File: src/rtl/b64e_pkg.sv
// shared types, constants and the character map of the base64 stream encoder
`timescale 1ns / 1ps

package b64e_pkg;

    // characters per line when line breaks are on
    localparam int LINE_LENGTH = 76;
    // line counter width, enough to hold LINE_LENGTH itself
    localparam int LP_W = $clog2(LINE_LENGTH + 1);

    localparam logic [7:0] CHAR_PAD = 8'h3D;
    localparam logic [7:0] CHAR_NL  = 8'h0A;

    // register map
    localparam logic REG_ALPHABET    = 1'b0;
    localparam logic REG_LINE_BREAKS = 1'b1;

    // one group of up to three bytes, zero filled, handed from front to back
    typedef struct packed {
        logic [7:0] b0;
        logic [7:0] b1;
        logic [7:0] b2;
        logic [1:0] count;
        logic       last;
    } t_group;

    // sextet to ascii, standard or url-safe alphabet
    function automatic logic [7:0] b64e_char(input logic [5:0] v, input logic url);
        logic [7:0] c;
        begin
            if (v < 6'd26) begin
                c = 8'h41 + {2'b00, v};
            end else if (v < 6'd52) begin
                c = 8'h61 + {2'b00, v} - 8'd26;
            end else if (v < 6'd62) begin
                c = 8'h30 + {2'b00, v} - 8'd52;
            end else if (v == 6'd62) begin
                c = url ? 8'h2D : 8'h2B;
            end else begin
                c = url ? 8'h5F : 8'h2F;
            end
            return c;
        end
    endfunction

endpackage

File: src/rtl/b64e_front.sv
// front part: packs bytes into groups of three, pushes each full or last group
`timescale 1ns / 1ps

module b64e_front (
    input  logic              i_clk,
    input  logic              i_rst_n,
    input  logic              i_in_valid,
    output logic              o_in_ready,
    input  logic [7:0]        i_data_byte,
    input  logic              i_last_byte,
    input  logic              i_q_full,
    output logic              o_push,
    output b64e_pkg::t_group  o_group
);
    import b64e_pkg::*;

    logic [15:0] r_held;
    logic [1:0]  r_fill;
    logic [15:0] n_held;
    logic [1:0]  n_fill;
    logic        w_accept;
    logic [1:0]  w_count;

    assign o_in_ready = !i_q_full;
    assign w_accept   = i_in_valid && !i_q_full;
    // fill never reaches three, a group is pushed at two held bytes
    assign w_count    = r_fill + 2'd1;
    assign o_push     = w_accept && (r_fill == 2'd2 || i_last_byte);

    // assemble the zero-filled group from held bytes and the new byte
    always_comb begin
        o_group.count = w_count;
        o_group.last  = i_last_byte;
        case (r_fill)
            2'd0: begin
                o_group.b0 = i_data_byte;
                o_group.b1 = 8'h00;
                o_group.b2 = 8'h00;
            end
            2'd1: begin
                o_group.b0 = r_held[15:8];
                o_group.b1 = i_data_byte;
                o_group.b2 = 8'h00;
            end
            default: begin
                o_group.b0 = r_held[15:8];
                o_group.b1 = r_held[7:0];
                o_group.b2 = i_data_byte;
            end
        endcase
    end

    // hold bytes of an incomplete group
    always_comb begin
        n_held = r_held;
        n_fill = r_fill;
        if (o_push) begin
            n_held = 16'h0000;
            n_fill = 2'd0;
        end else if (w_accept) begin
            if (r_fill == 2'd0) begin
                n_held = {i_data_byte, 8'h00};
            end else begin
                n_held = {r_held[15:8], i_data_byte};
            end
            n_fill = w_count;
        end
    end

    always_ff @(posedge i_clk) begin
        if (!i_rst_n) begin
            r_held <= 16'h0000;
            r_fill <= 2'd0;
        end else begin
            r_held <= n_held;
            r_fill <= n_fill;
        end
    end

endmodule

File: src/rtl/b64e_queue.sv
// two-entry group queue between front and back
`timescale 1ns / 1ps

module b64e_queue (
    input  logic              i_clk,
    input  logic              i_rst_n,
    input  logic              i_push,
    input  b64e_pkg::t_group  i_group,
    output logic              o_full,
    input  logic              i_pop,
    output logic              o_valid,
    output b64e_pkg::t_group  o_group
);
    import b64e_pkg::*;

    t_group     r_mem [2];
    logic       r_wr_ptr;
    logic       r_rd_ptr;
    logic [1:0] r_count;

    assign o_full  = (r_count == 2'd2);
    assign o_valid = (r_count != 2'd0);
    assign o_group = r_mem[r_rd_ptr];

    // storage
    always_ff @(posedge i_clk) begin
        if (i_push) begin
            r_mem[r_wr_ptr] <= i_group;
        end
    end

    // pointers and occupancy
    always_ff @(posedge i_clk) begin
        if (!i_rst_n) begin
            r_wr_ptr <= 1'b0;
            r_rd_ptr <= 1'b0;
            r_count  <= 2'd0;
        end else begin
            if (i_push) begin
                r_wr_ptr <= !r_wr_ptr;
            end
            if (i_pop) begin
                r_rd_ptr <= !r_rd_ptr;
            end
            case ({i_push, i_pop})
                2'b10:   r_count <= r_count + 2'd1;
                2'b01:   r_count <= r_count - 2'd1;
                default: r_count <= r_count;
            endcase
        end
    end

endmodule

File: src/rtl/b64e_back.sv
// back part: one character a cycle unless stalled, with line breaks and padding
`timescale 1ns / 1ps

module b64e_back (
    input  logic              i_clk,
    input  logic              i_rst_n,
    input  logic              i_alphabet_select,
    input  logic              i_line_breaks_enable,
    input  logic              i_q_valid,
    input  b64e_pkg::t_group  i_group,
    output logic              o_pop,
    output logic              o_out_valid,
    input  logic              i_out_ready,
    output logic [7:0]        o_out_char,
    output logic              o_end_of_run,
    output logic              o_end_of_message
);
    import b64e_pkg::*;

    logic [1:0]      r_pos;
    logic [LP_W-1:0] r_line_pos;
    logic            r_out_valid;
    logic [7:0]      r_out_char;
    logic            r_eor;
    logic            r_eom;

    logic [1:0]      n_pos;
    logic [LP_W-1:0] n_line_pos;
    logic            w_advance;
    logic            w_line_full;
    logic            w_need_nl;
    logic [5:0]      w_sextet;
    logic [7:0]      w_char;
    logic [LP_W-1:0] w_base;

    assign w_advance   = i_q_valid && (!r_out_valid || i_out_ready);
    assign w_line_full = (r_line_pos >= LP_W'(LINE_LENGTH));
    assign w_need_nl   = w_line_full && i_line_breaks_enable;
    assign w_base      = w_line_full ? '0 : r_line_pos;

    // pick the sextet for the current character
    always_comb begin
        case (r_pos)
            2'd0:    w_sextet = i_group.b0[7:2];
            2'd1:    w_sextet = {i_group.b0[1:0], i_group.b1[7:4]};
            2'd2:    w_sextet = {i_group.b1[3:0], i_group.b2[7:6]};
            default: w_sextet = i_group.b2[5:0];
        endcase
    end

    assign w_char = (r_pos <= i_group.count) ? b64e_char(w_sextet, i_alphabet_select)
                                             : CHAR_PAD;

    // sequencing over the four characters and the line counter
    always_comb begin
        n_pos      = r_pos;
        n_line_pos = r_line_pos;
        o_pop      = 1'b0;
        if (w_advance) begin
            if (w_need_nl) begin
                n_line_pos = '0;
            end else begin
                n_line_pos = w_base + LP_W'(1);
                if (r_pos == 2'd3) begin
                    n_pos = 2'd0;
                    o_pop = 1'b1;
                    if (i_group.last) begin
                        n_line_pos = '0;
                    end
                end else begin
                    n_pos = r_pos + 2'd1;
                end
            end
        end
    end

    always_ff @(posedge i_clk) begin
        if (!i_rst_n) begin
            r_pos      <= 2'd0;
            r_line_pos <= '0;
        end else begin
            r_pos      <= n_pos;
            r_line_pos <= n_line_pos;
        end
    end

    // output register, holds while the receiver stalls
    always_ff @(posedge i_clk) begin
        if (!i_rst_n) begin
            r_out_valid <= 1'b0;
        end else if (w_advance) begin
            r_out_valid <= 1'b1;
        end else if (i_out_ready) begin
            r_out_valid <= 1'b0;
        end
    end

    always_ff @(posedge i_clk) begin
        if (w_advance) begin
            if (w_need_nl) begin
                r_out_char <= CHAR_NL;
                r_eor      <= 1'b0;
                r_eom      <= 1'b0;
            end else begin
                r_out_char <= w_char;
                r_eor      <= (r_pos == 2'd3);
                r_eom      <= (r_pos == 2'd3) && i_group.last;
            end
        end
    end

    assign o_out_valid      = r_out_valid;
    assign o_out_char       = r_out_char;
    assign o_end_of_run     = r_eor;
    assign o_end_of_message = r_eom;

endmodule

File: src/rtl/base64_stream_encoder_unit.sv
// top level of the base64 stream encoder: config registers, front, queue and back
`timescale 1ns / 1ps

// Base64 stream encoder (standard or url-safe alphabet, optional line breaks).
// Input channel: one message byte per item on i_data_byte, i_last_byte marks the
// final byte. Output channel: one ascii character per item on o_out_char;
// o_end_of_run flags the last character caused by an input byte, o_end_of_message
// the final character of the encoding. Padding '=' fills the last group.
// Config over the apb port: address 0 alphabet select, address 4 line breaks
// enable (newline after every LINE_LENGTH characters, never after the last).
// Write config only while the block is idle.
// A byte that completes a group (or is last) pushes the group into the queue; the
// back part then registers its characters one by one in the output register, for
// the receiver to take: four characters plus any newline.
// The back part emits one character per cycle while a group is queued and the
// receiver takes them; a byte can be taken every cycle while the two-entry group
// queue has room.
// Reset clears the held bytes, the queue, the line counter, the output valid
// and both config registers. A stalled receiver holds the output register; the
// back part stops, the queue fills and then o_in_ready drops.

module base64_stream_encoder_unit (
    input  logic        i_clk,
    input  logic        i_rst_n,
    // input channel
    input  logic        i_in_valid,
    output logic        o_in_ready,
    input  logic [7:0]  i_data_byte,
    input  logic        i_last_byte,
    // output channel
    output logic        o_out_valid,
    input  logic        i_out_ready,
    output logic [7:0]  o_out_char,
    output logic        o_end_of_run,
    output logic        o_end_of_message,
    // config port
    input  logic        psel,
    input  logic        penable,
    input  logic        pwrite,
    input  logic [2:0]  paddr,
    input  logic [31:0] pwdata,
    output logic [31:0] prdata,
    output logic        pready
);
    import b64e_pkg::*;

    logic   r_alphabet_select;
    logic   r_line_breaks_enable;
    logic   w_cfg_wr;
    logic   w_push;
    logic   w_pop;
    logic   w_q_full;
    logic   w_q_valid;
    t_group w_front_group;
    t_group w_back_group;

    // config registers
    assign pready   = 1'b1;
    assign w_cfg_wr = psel && penable && pwrite;

    always_ff @(posedge i_clk) begin
        if (!i_rst_n) begin
            r_alphabet_select    <= 1'b0;
            r_line_breaks_enable <= 1'b0;
        end else if (w_cfg_wr) begin
            case (paddr[2])
                REG_ALPHABET:    r_alphabet_select    <= pwdata[0];
                REG_LINE_BREAKS: r_line_breaks_enable <= pwdata[0];
                default:         r_alphabet_select    <= r_alphabet_select;
            endcase
        end
    end

    // register read back
    always_comb begin
        case (paddr[2])
            REG_ALPHABET:    prdata = {31'd0, r_alphabet_select};
            REG_LINE_BREAKS: prdata = {31'd0, r_line_breaks_enable};
            default:         prdata = 32'd0;
        endcase
    end

    b64e_front u_front (
        .i_clk       (i_clk),
        .i_rst_n     (i_rst_n),
        .i_in_valid  (i_in_valid),
        .o_in_ready  (o_in_ready),
        .i_data_byte (i_data_byte),
        .i_last_byte (i_last_byte),
        .i_q_full    (w_q_full),
        .o_push      (w_push),
        .o_group     (w_front_group)
    );

    b64e_queue u_queue (
        .i_clk   (i_clk),
        .i_rst_n (i_rst_n),
        .i_push  (w_push),
        .i_group (w_front_group),
        .o_full  (w_q_full),
        .i_pop   (w_pop),
        .o_valid (w_q_valid),
        .o_group (w_back_group)
    );

    b64e_back u_back (
        .i_clk                (i_clk),
        .i_rst_n              (i_rst_n),
        .i_alphabet_select    (r_alphabet_select),
        .i_line_breaks_enable (r_line_breaks_enable),
        .i_q_valid            (w_q_valid),
        .i_group              (w_back_group),
        .o_pop                (w_pop),
        .o_out_valid          (o_out_valid),
        .i_out_ready          (i_out_ready),
        .o_out_char           (o_out_char),
        .o_end_of_run         (o_end_of_run),
        .o_end_of_message     (o_end_of_message)
    );

endmodule

File: config.mk
export PLATFORM = sky130hd
export DESIGN_NAME = base64_stream_encoder_unit
export DESIGN_NICKNAME = d
export VERILOG_FILES = /design/src/rtl/b64e_pkg.sv /design/src/rtl/b64e_front.sv /design/src/rtl/b64e_queue.sv /design/src/rtl/b64e_back.sv /design/src/rtl/base64_stream_encoder_unit.sv
export SDC_FILE = /design/constraint.sdc
export NUM_CORES = 1
export LEC_CHECK = 0
export BUFFER_PORTS_ARGS = -buffer_cell sky130_fd_sc_hd__buf_2
export CAP_MARGIN = 25
export CORE_MARGIN = 4
export CORE_UTILIZATION = 56
export DETAILED_ROUTE_END_ITERATION = 12
export GPL_TIMING_DRIVEN = 0
export PLACE_DENSITY = 0.89
export REMOVE_ABC_BUFFERS = 1
export SLEW_MARGIN = 20
export SYNTH_ARGS = -nofsm -noshare
export SYNTH_HDL_FRONTEND = slang
export SYNTH_SLANG_ARGS = --single-unit
File: constraint.sdc
create_clock -name i_clk -period 3.8 [get_ports i_clk]
set_clock_uncertainty 0.1 [all_clocks]
set_input_delay 0.57 -clock i_clk [delete_from_list [all_inputs] [get_ports i_clk]]
set_output_delay 0.57 -clock i_clk [all_outputs]
set_load 0.01 [all_outputs]
==> Word level (Yosys, flattened, before mapping) <==
Memory sizes are Yosys's and may differ from the RTL's. A register that Yosys moved wholly into a read port is not among the register bits.
Index checks and enable logic that the tools add are counted.
W data, S select, Z words.
{ "word_totals": {"reg_bits": 44, "mem_bits_rw": 54, "in_bits": 51, "output_inout_bits": 45, "word_cells": 94, "n_memories": 1} }
{ "mem_list": {"columns": ["memory", "depth", "width", "rd", "rd_ports_with_merged_regs", "write_ports", "line_no", "text"], "rows": [
  ["u_queue.r_mem", 2, 27, 1, 1, 1, "b64e_queue.sv:16", "t_group r_mem [2];"]
]} }
{ "op_classes": {"n_addsub": 10, "n_lt_le_gt_ge": 5, "n_eq_ne": 9, "n_mux": 26, "n_bitwise": 4, "reduce_logical": 24} }
{ "ops": {"columns": ["cell", "count"], "rows": [
  ["$pmux W32 S2", 1],
  ["$pmux W24 S2", 1],
  ["$mux W8", 5],
  ["$mux W7", 5],
  ["$pmux W6 S3", 1],
  ["$add A7 B6 Y8 const A", 2],
  ["$lt A6 B6 Y1 const B", 2],
  ["$eq A2 B2 Y1 const B", 5],
  ["$mux W1", 9],
  ["$reduce_and A2 Y1", 4],
  ["$sub A8 B5 Y8 const B", 1],
  ["$sub A8 B6 Y8 const B", 1],
  ["$add A6 B6 Y7 const A", 1],
  ["$add A7 B1 Y7 const B", 1],
  ["$ge A7 B7 Y1 const B", 1],
  ["$logic_and A1 B1 Y1", 7],
  ["$add A2 B1 Y2 const B", 3],
  ["$eq A2 B1 Y1 const B", 3],
  ["$eq A6 B6 Y1 const B", 1],
  ["$lt A6 B5 Y1 const B", 1],
  ["$mux W6", 1],
  ["$reduce_bool A2 Y1", 3],
  ["$logic_not A1 Y1", 4],
  ["$logic_not A2 Y1", 2],
  ["8 further kinds", 13]
]} }

==> Depth between registers and ports, before layout <==
{ "depth": {"word_depth": 8, "ltp_mapped": 15, "mapped_depth_nobuf": 13} }

==> By module <==
From an unflattened synthesis, not the netlist that was laid out.
{ "hier_totals": {"hier_cells": 478, "hier_area_um2": 5093.6} }
{ "modules_own_cells": {"columns": ["module", "instances", "cells_per_inst", "area_each_um2", "seq_area_each_um2"], "rows": [
  ["b64e_queue", 1, 106, 2162.1, 1721.7],
  ["b64e_back", 1, 174, 1496.4, 500.5],
  ["b64e_front", 1, 154, 1089.8, 360.3],
  ["base64_stream_encoder_unit", 1, 44, 345.3, 40.0]
]} }

==> Worst setup path after synthesis <==
Ideal clock, no wire load.
{ "synth_path": {"kind": "flip-flop to flip-flop", "start": "register u_back.r_pos[0]", "end": "register u_back.r_out_char[4] (netlist: u_back.o_out_char[4]) (data pin)", "setup_ns": 0.269, "t_arrival_ns": 2.366, "required_ns": 3.431, "setup_slack_ns": 1.064, "stages_incl_launch_ff": 14, "n_path_buf": 1, "period_less_slack_ns": 2.736, "cell_sequence": "dfxtp_1 > inv_1 > ha_1 > buf_2 > a22oi_1 > nand3_1 > nand3_1 > inv_1 > ha_1 > and2_1 > a41o_2 > o21ai_1 > a211o_1 > a21oi_1"} }
{ "synth_between": {"elab_chain_len": 8, "word_cells_on_any_way": 19, "cone_classes": "add/sub: 5; order compare: 4; eq/ne: 3; mux: 6; reduce/logical: 1"} }
{ "synth_lines": {"columns": ["item", "line_no", "text"], "rows": [
  ["from (decl)", "b64e_back.sv:20", "logic [1:0] r_pos;"],
  ["from (signal assigned)", "b64e_back.sv:82", "r_pos <= n_pos;"],
  ["$eq A2 B2 Y1 (tied with other cells)", "b64e_back.sv:43", "case (r_pos)"],
  ["$pmux W6 S3", "b64e_back.sv:43", null],
  ["$add A6 B6 Y7 or $eq A6 B6 Y1 (tied branches)", "b64e_pkg.sv:36, b64e_pkg.sv:37", null],
  ["$sub A8 B6 Y8 or $mux W8 (tied branches)", "b64e_pkg.sv:36, b64e_pkg.sv:37", null],
  ["$mux W8", "b64e_pkg.sv:35", "end else if (v < 6'd62) begin"],
  ["$mux W8", "b64e_pkg.sv:33", "end else if (v < 6'd52) begin"],
  ["$mux W8", "b64e_pkg.sv:31", "if (v < 6'd26) begin"],
  ["$mux W6 *", "b64e_back.sv:51", "assign w_char = (r_pos <= i_group.count) ? b64e_char(w_sextet, i_alphabet_select)"],
  ["to (signal assigned)", "b64e_back.sv:105", "r_out_char <= w_char;"],
  ["to (decl)", "b64e_back.sv:23", "logic [7:0] r_out_char;"]
]} }
Every way passes the cells marked *; elsewhere a longest branch is shown, timed or not.
A chain may end at the register's enable or synchronous reset.

==> Worst setup path in the final report <==
Same ends and word-level chain as after synthesis.

==> results <==
- The share of synthesized area in the top cell type comes to 0.378.
- By instance count, the leading cell after synthesis is sky130_fd_sc_hd__edfxtp_1.
- The kind of critical path is flop to flop.
- The number of antenna violations at the first check in global routing was 0.
- The floorplan step defined a die boundary enclosing 10700 µm².
- After clock tree synthesis, the setup repair step added 0 buffers.
- The number of global-route vias before repair came to 3314.
- The TritonCTS clock tree is built.
- The measured slew at the worst slew-check pin is 872 ps.
- The clock net in this run drives a total of 99 sinks.
- Measured against its own limit, the worst slew margin works out to 0.419.
- The final max-slew violation count is 0.
- The remaining design rule violation count is 0.
- The area of the core is 8760 µm².
- For this run, the top clock speed supported by timing is 295 MHz.
- The overall die height is 103 µm.
- The tree is rooted in a sky130_fd_sc_hd__clkbuf_8.
- The final-report hold violation count is 0.
- The violation count after the first detailed-routing iteration is 199.
- The critical path crosses 11 cells after its start point.
- The congestion estimate from routability-driven global placement came to 0.883.
- The final critical-path required period is 3390 ps.
- The endpoint required time on the critical path is 3910 ps.
- Along the worst path, the maximum fanout reaches 14.
- The number of routed nets with antenna violations is 0.
- The final route contains 3424 vias.
- Of the total power, combinational logic draws 0.208.
- The area growth from synthesis to layout is 5.38%.
- After synthesis the netlist holds a flip-flop and latch count of 99.
- The leakage power summed over all cells is 2.03 nW.
- The cell-internal power is 1.68 mW.
- Setup repair after global routing left no endpoint under its margin.
- The total congestion overflow after global routing is 0.
- The clock reaches the later pin of the worst-skew pair after 370 ps.
- Buffers placed on the I/O ports in this run total 30.
- The fraction of final layout cells sized beyond drive strength 1 is 0.132.
- The net count of the finished layout is 572.
- The critical path's slowest cell is sky130_fd_sc_hd__ha_1.
- Setup violations remaining at the end of the flow were counted as 0.
- For this run, asynchronously set or reset flops after synthesis account for 0.
- The number of instances in the synthesized netlist is 481.
- The maximum count of clock buffers along a single path is 2.
- For this run, the leading register cell type out of synthesis is sky130_fd_sc_hd__edfxtp_1.
- Summed over all nets, the switching power comes to 0.703 mW.
- The buffers plus inverters on the worst setup path is 1.
- The number of max-cap violations is 0.
- The average routed wire per standard cell is 15.6 µm.
- By count the netlist is led by sky130_fd_sc_hd__edfxtp_1, sky130_fd_sc_hd__nand2_1, sky130_fd_sc_hd__nor2_1.
- Row generation in the floorplan step produced 34 rows.
- The floorplan step set the die width to 103 µm.
- The share of total power dissipated in the clock network is 0.269.
- The share of total power in sequential cells is 0.523.
- The deepest level of the CTS H-tree is 3.
- The worst setup path is launched from a flop.
- The number of cells on the worst hold path is 1.
- The longest individual stage delay on the worst path is 630 ps.
- For this configuration, the core starts out at a cell density of 0.581.
- The worst-case IR drop observed on VDD is 0.255 mV.
- The HPWL after detailed placement is 6720 µm.
- The pin count of the biggest net entering global routing is 29.
- The CTS buffer count is 9.
- Synthesis instantiated 62 different standard cells from the library.
- Pin placement for this block handled 96 I/O pins.
- Sorting the synthesized cells by area gives the leading types as sky130_fd_sc_hd__edfxtp_1, sky130_fd_sc_hd__dfxtp_1, sky130_fd_sc_hd__buf_4.
- The class of the tightest hold or removal check is input pin to flop.
- The average vias per placed instance is 5.58.
- STA puts the critical path data arrival time at 3500 ps.
- The number of antenna diodes is 0.
- The total of cells resized after clock tree synthesis is 0.
- Clock-pin slew was measured on the worst setup and hold paths at 100 ps.
- After routing the design area is 5360 µm².
- The proportion of synthesized chip area in sequential cells is 0.515.
- The switching portion of total power is 0.295.
- The total of hold buffers inserted after clock tree synthesis is 0.
- The global-route wire length before repair is 15500 µm.
- The fraction of the cycle the final worst path needs is 0.893.
- Walking the worst path, the cells encountered are ha_1 -> nor2b_4 -> nand3_1 -> nand3_1 -> inv_1 -> ha_1 -> and2_1 -> a41o_2 -> o21ai_1 -> a211o_1 -> a21oi_1.
- During synthesis, Yosys emitted a total of 0 warnings.
- The total track usage is 0.191.
- The worst setup path is captured at a flop.
- The post-route core utilization is 0.612.
- After synthesis the cells add up to 5090 µm².
- For this design the ratio of total power to cell area is 444 nW/µm².
- Total power for the finished layout comes to 2.38 mW.
- The critical path's top delay family is adder cells.
- The depth of the most critical reg-to-reg path is 11.
- The detailed-route wire length is 9600 µm.
- The total negative slack is 0 ps.
- The number of iterations in the first detailed-routing pass is 4.
- Summing all placed instances gives a cell area of 5180 µm².
- Each instance of the synthesized netlist takes up on average 10.6 µm².
- The flow ran to the end, and the final reports show no timing, DRC or antenna violations.
- The count of flip-flops with a built-in enable after synthesis is 64.
- The cell type with the largest total area after synthesis is sky130_fd_sc_hd__edfxtp_1.
==> placed cells by master (no fill, tap or decap), drive strengths merged, types with 3 or more instances in the layout <==
cell / count
a21oi: 21
a22o: 8
a22oi: 14
a32oi: 3
and2: 16
and3: 5
buf: 30
clkbuf: 10
clkinv: 5
conb: 32
dfxtp: 35
edfxtp: 64
ha: 19
inv: 17
mux2: 3
mux2i: 18
nand2: 48
nand2b: 12
nand3: 24
nand3b: 3
nor2: 38
nor2b: 12
nor3b: 10
o211ai: 3
o21ai: 20
xnor2: 6
==> cells by family after synthesis <==
logic type / Yosys count / synth area share
xor gates and xnor gates: 8 / 0.0138
buffers and inverters: 67 / 0.0765
other: 2 / 0.00148
muxes: 21 / 0.0420
AOI/OAI and AO/OA: 91 / 0.128
and+or+nand+nor: 174 / 0.177
DFF: 99 / 0.515
adders and majority gates: 19 / 0.0467
==> power by group through the flow <==
stage          clock network [mW]  registers, mW  logic, mW
6_report                    0.641           1.25      0.495
5_1_grt                     0.707           1.25      0.555
4_1_cts                     0.653           1.25      0.492
3_5_place_dp                    0           1.27      0.487
3_3_place_gp                    0           1.27      0.471
2_1_floorplan                   0           1.27      0.357
==> cell type report <==
| class | instances | area [µm²] |
|---|---|---|
| fill | 696 | 3400 |
| sequential | 99 | 2620 |
| multi-input combinational | 345 | 2210 |
| timing repair buffer | 30 | 150 |
| clock buffer | 10 | 149 |
| tap | 108 | 135 |
| inverter | 17 | 65.1 |
| clock inverter | 5 | 36.3 |
==> flip-flops by register name, indices dropped and copies added (netlist names), named ones only <==
| register | flops |
|---|---|
| u_back.o_out_valid | 1 |
| r_alphabet_select | 1 |
| u_queue.r_rd_ptr | 1 |
| u_back.o_end_of_message | 1 |
| u_front.r_held | 16 |
| r_line_breaks_enable | 1 |
| u_queue.r_wr_ptr | 1 |
| u_back.o_end_of_run | 1 |
| u_front.r_fill | 2 |
| u_queue.r_count | 2 |
| u_back.o_out_char | 8 |
| u_back.r_pos | 2 |
| u_back.r_line_pos | 7 |
| u_queue.r_mem | 54 |
==> routing by layer <==
layer | vias up | GRT usage | routed length [µm]
li1 | 1696 | - | -
met1 | 1625 | 0.234 | 4120
met2 | 92 | 0.324 | 4840
met3 | 11 | 0.0369 | 466
met4 | 0 | 0.0906 | 168
met5 | - | 0 | 0
==> stage by stage <==
stage               setup WS [ps]  hold WS (ps)  instances
global route                  129           300        614
global placement              511           371        599
finish                        407           324        614
CTS                           457           303        614
floorplan                    1100           358        461
detailed placement            501           378        599
==> path summary, 6_finish.rpt <==
path / startpoint / to / slack [ps]
max: u_back.r_pos[0] / u_back.o_out_char[4] / 410
min reg2reg: u_front.r_held[4] / u_front.r_held[4] / 400
max reg2reg: u_back.r_pos[0] / u_back.o_out_char[4] / 410
min: i_last_byte / u_queue.r_mem[0][0] / 320
Power figures use the tool's default switching activity.
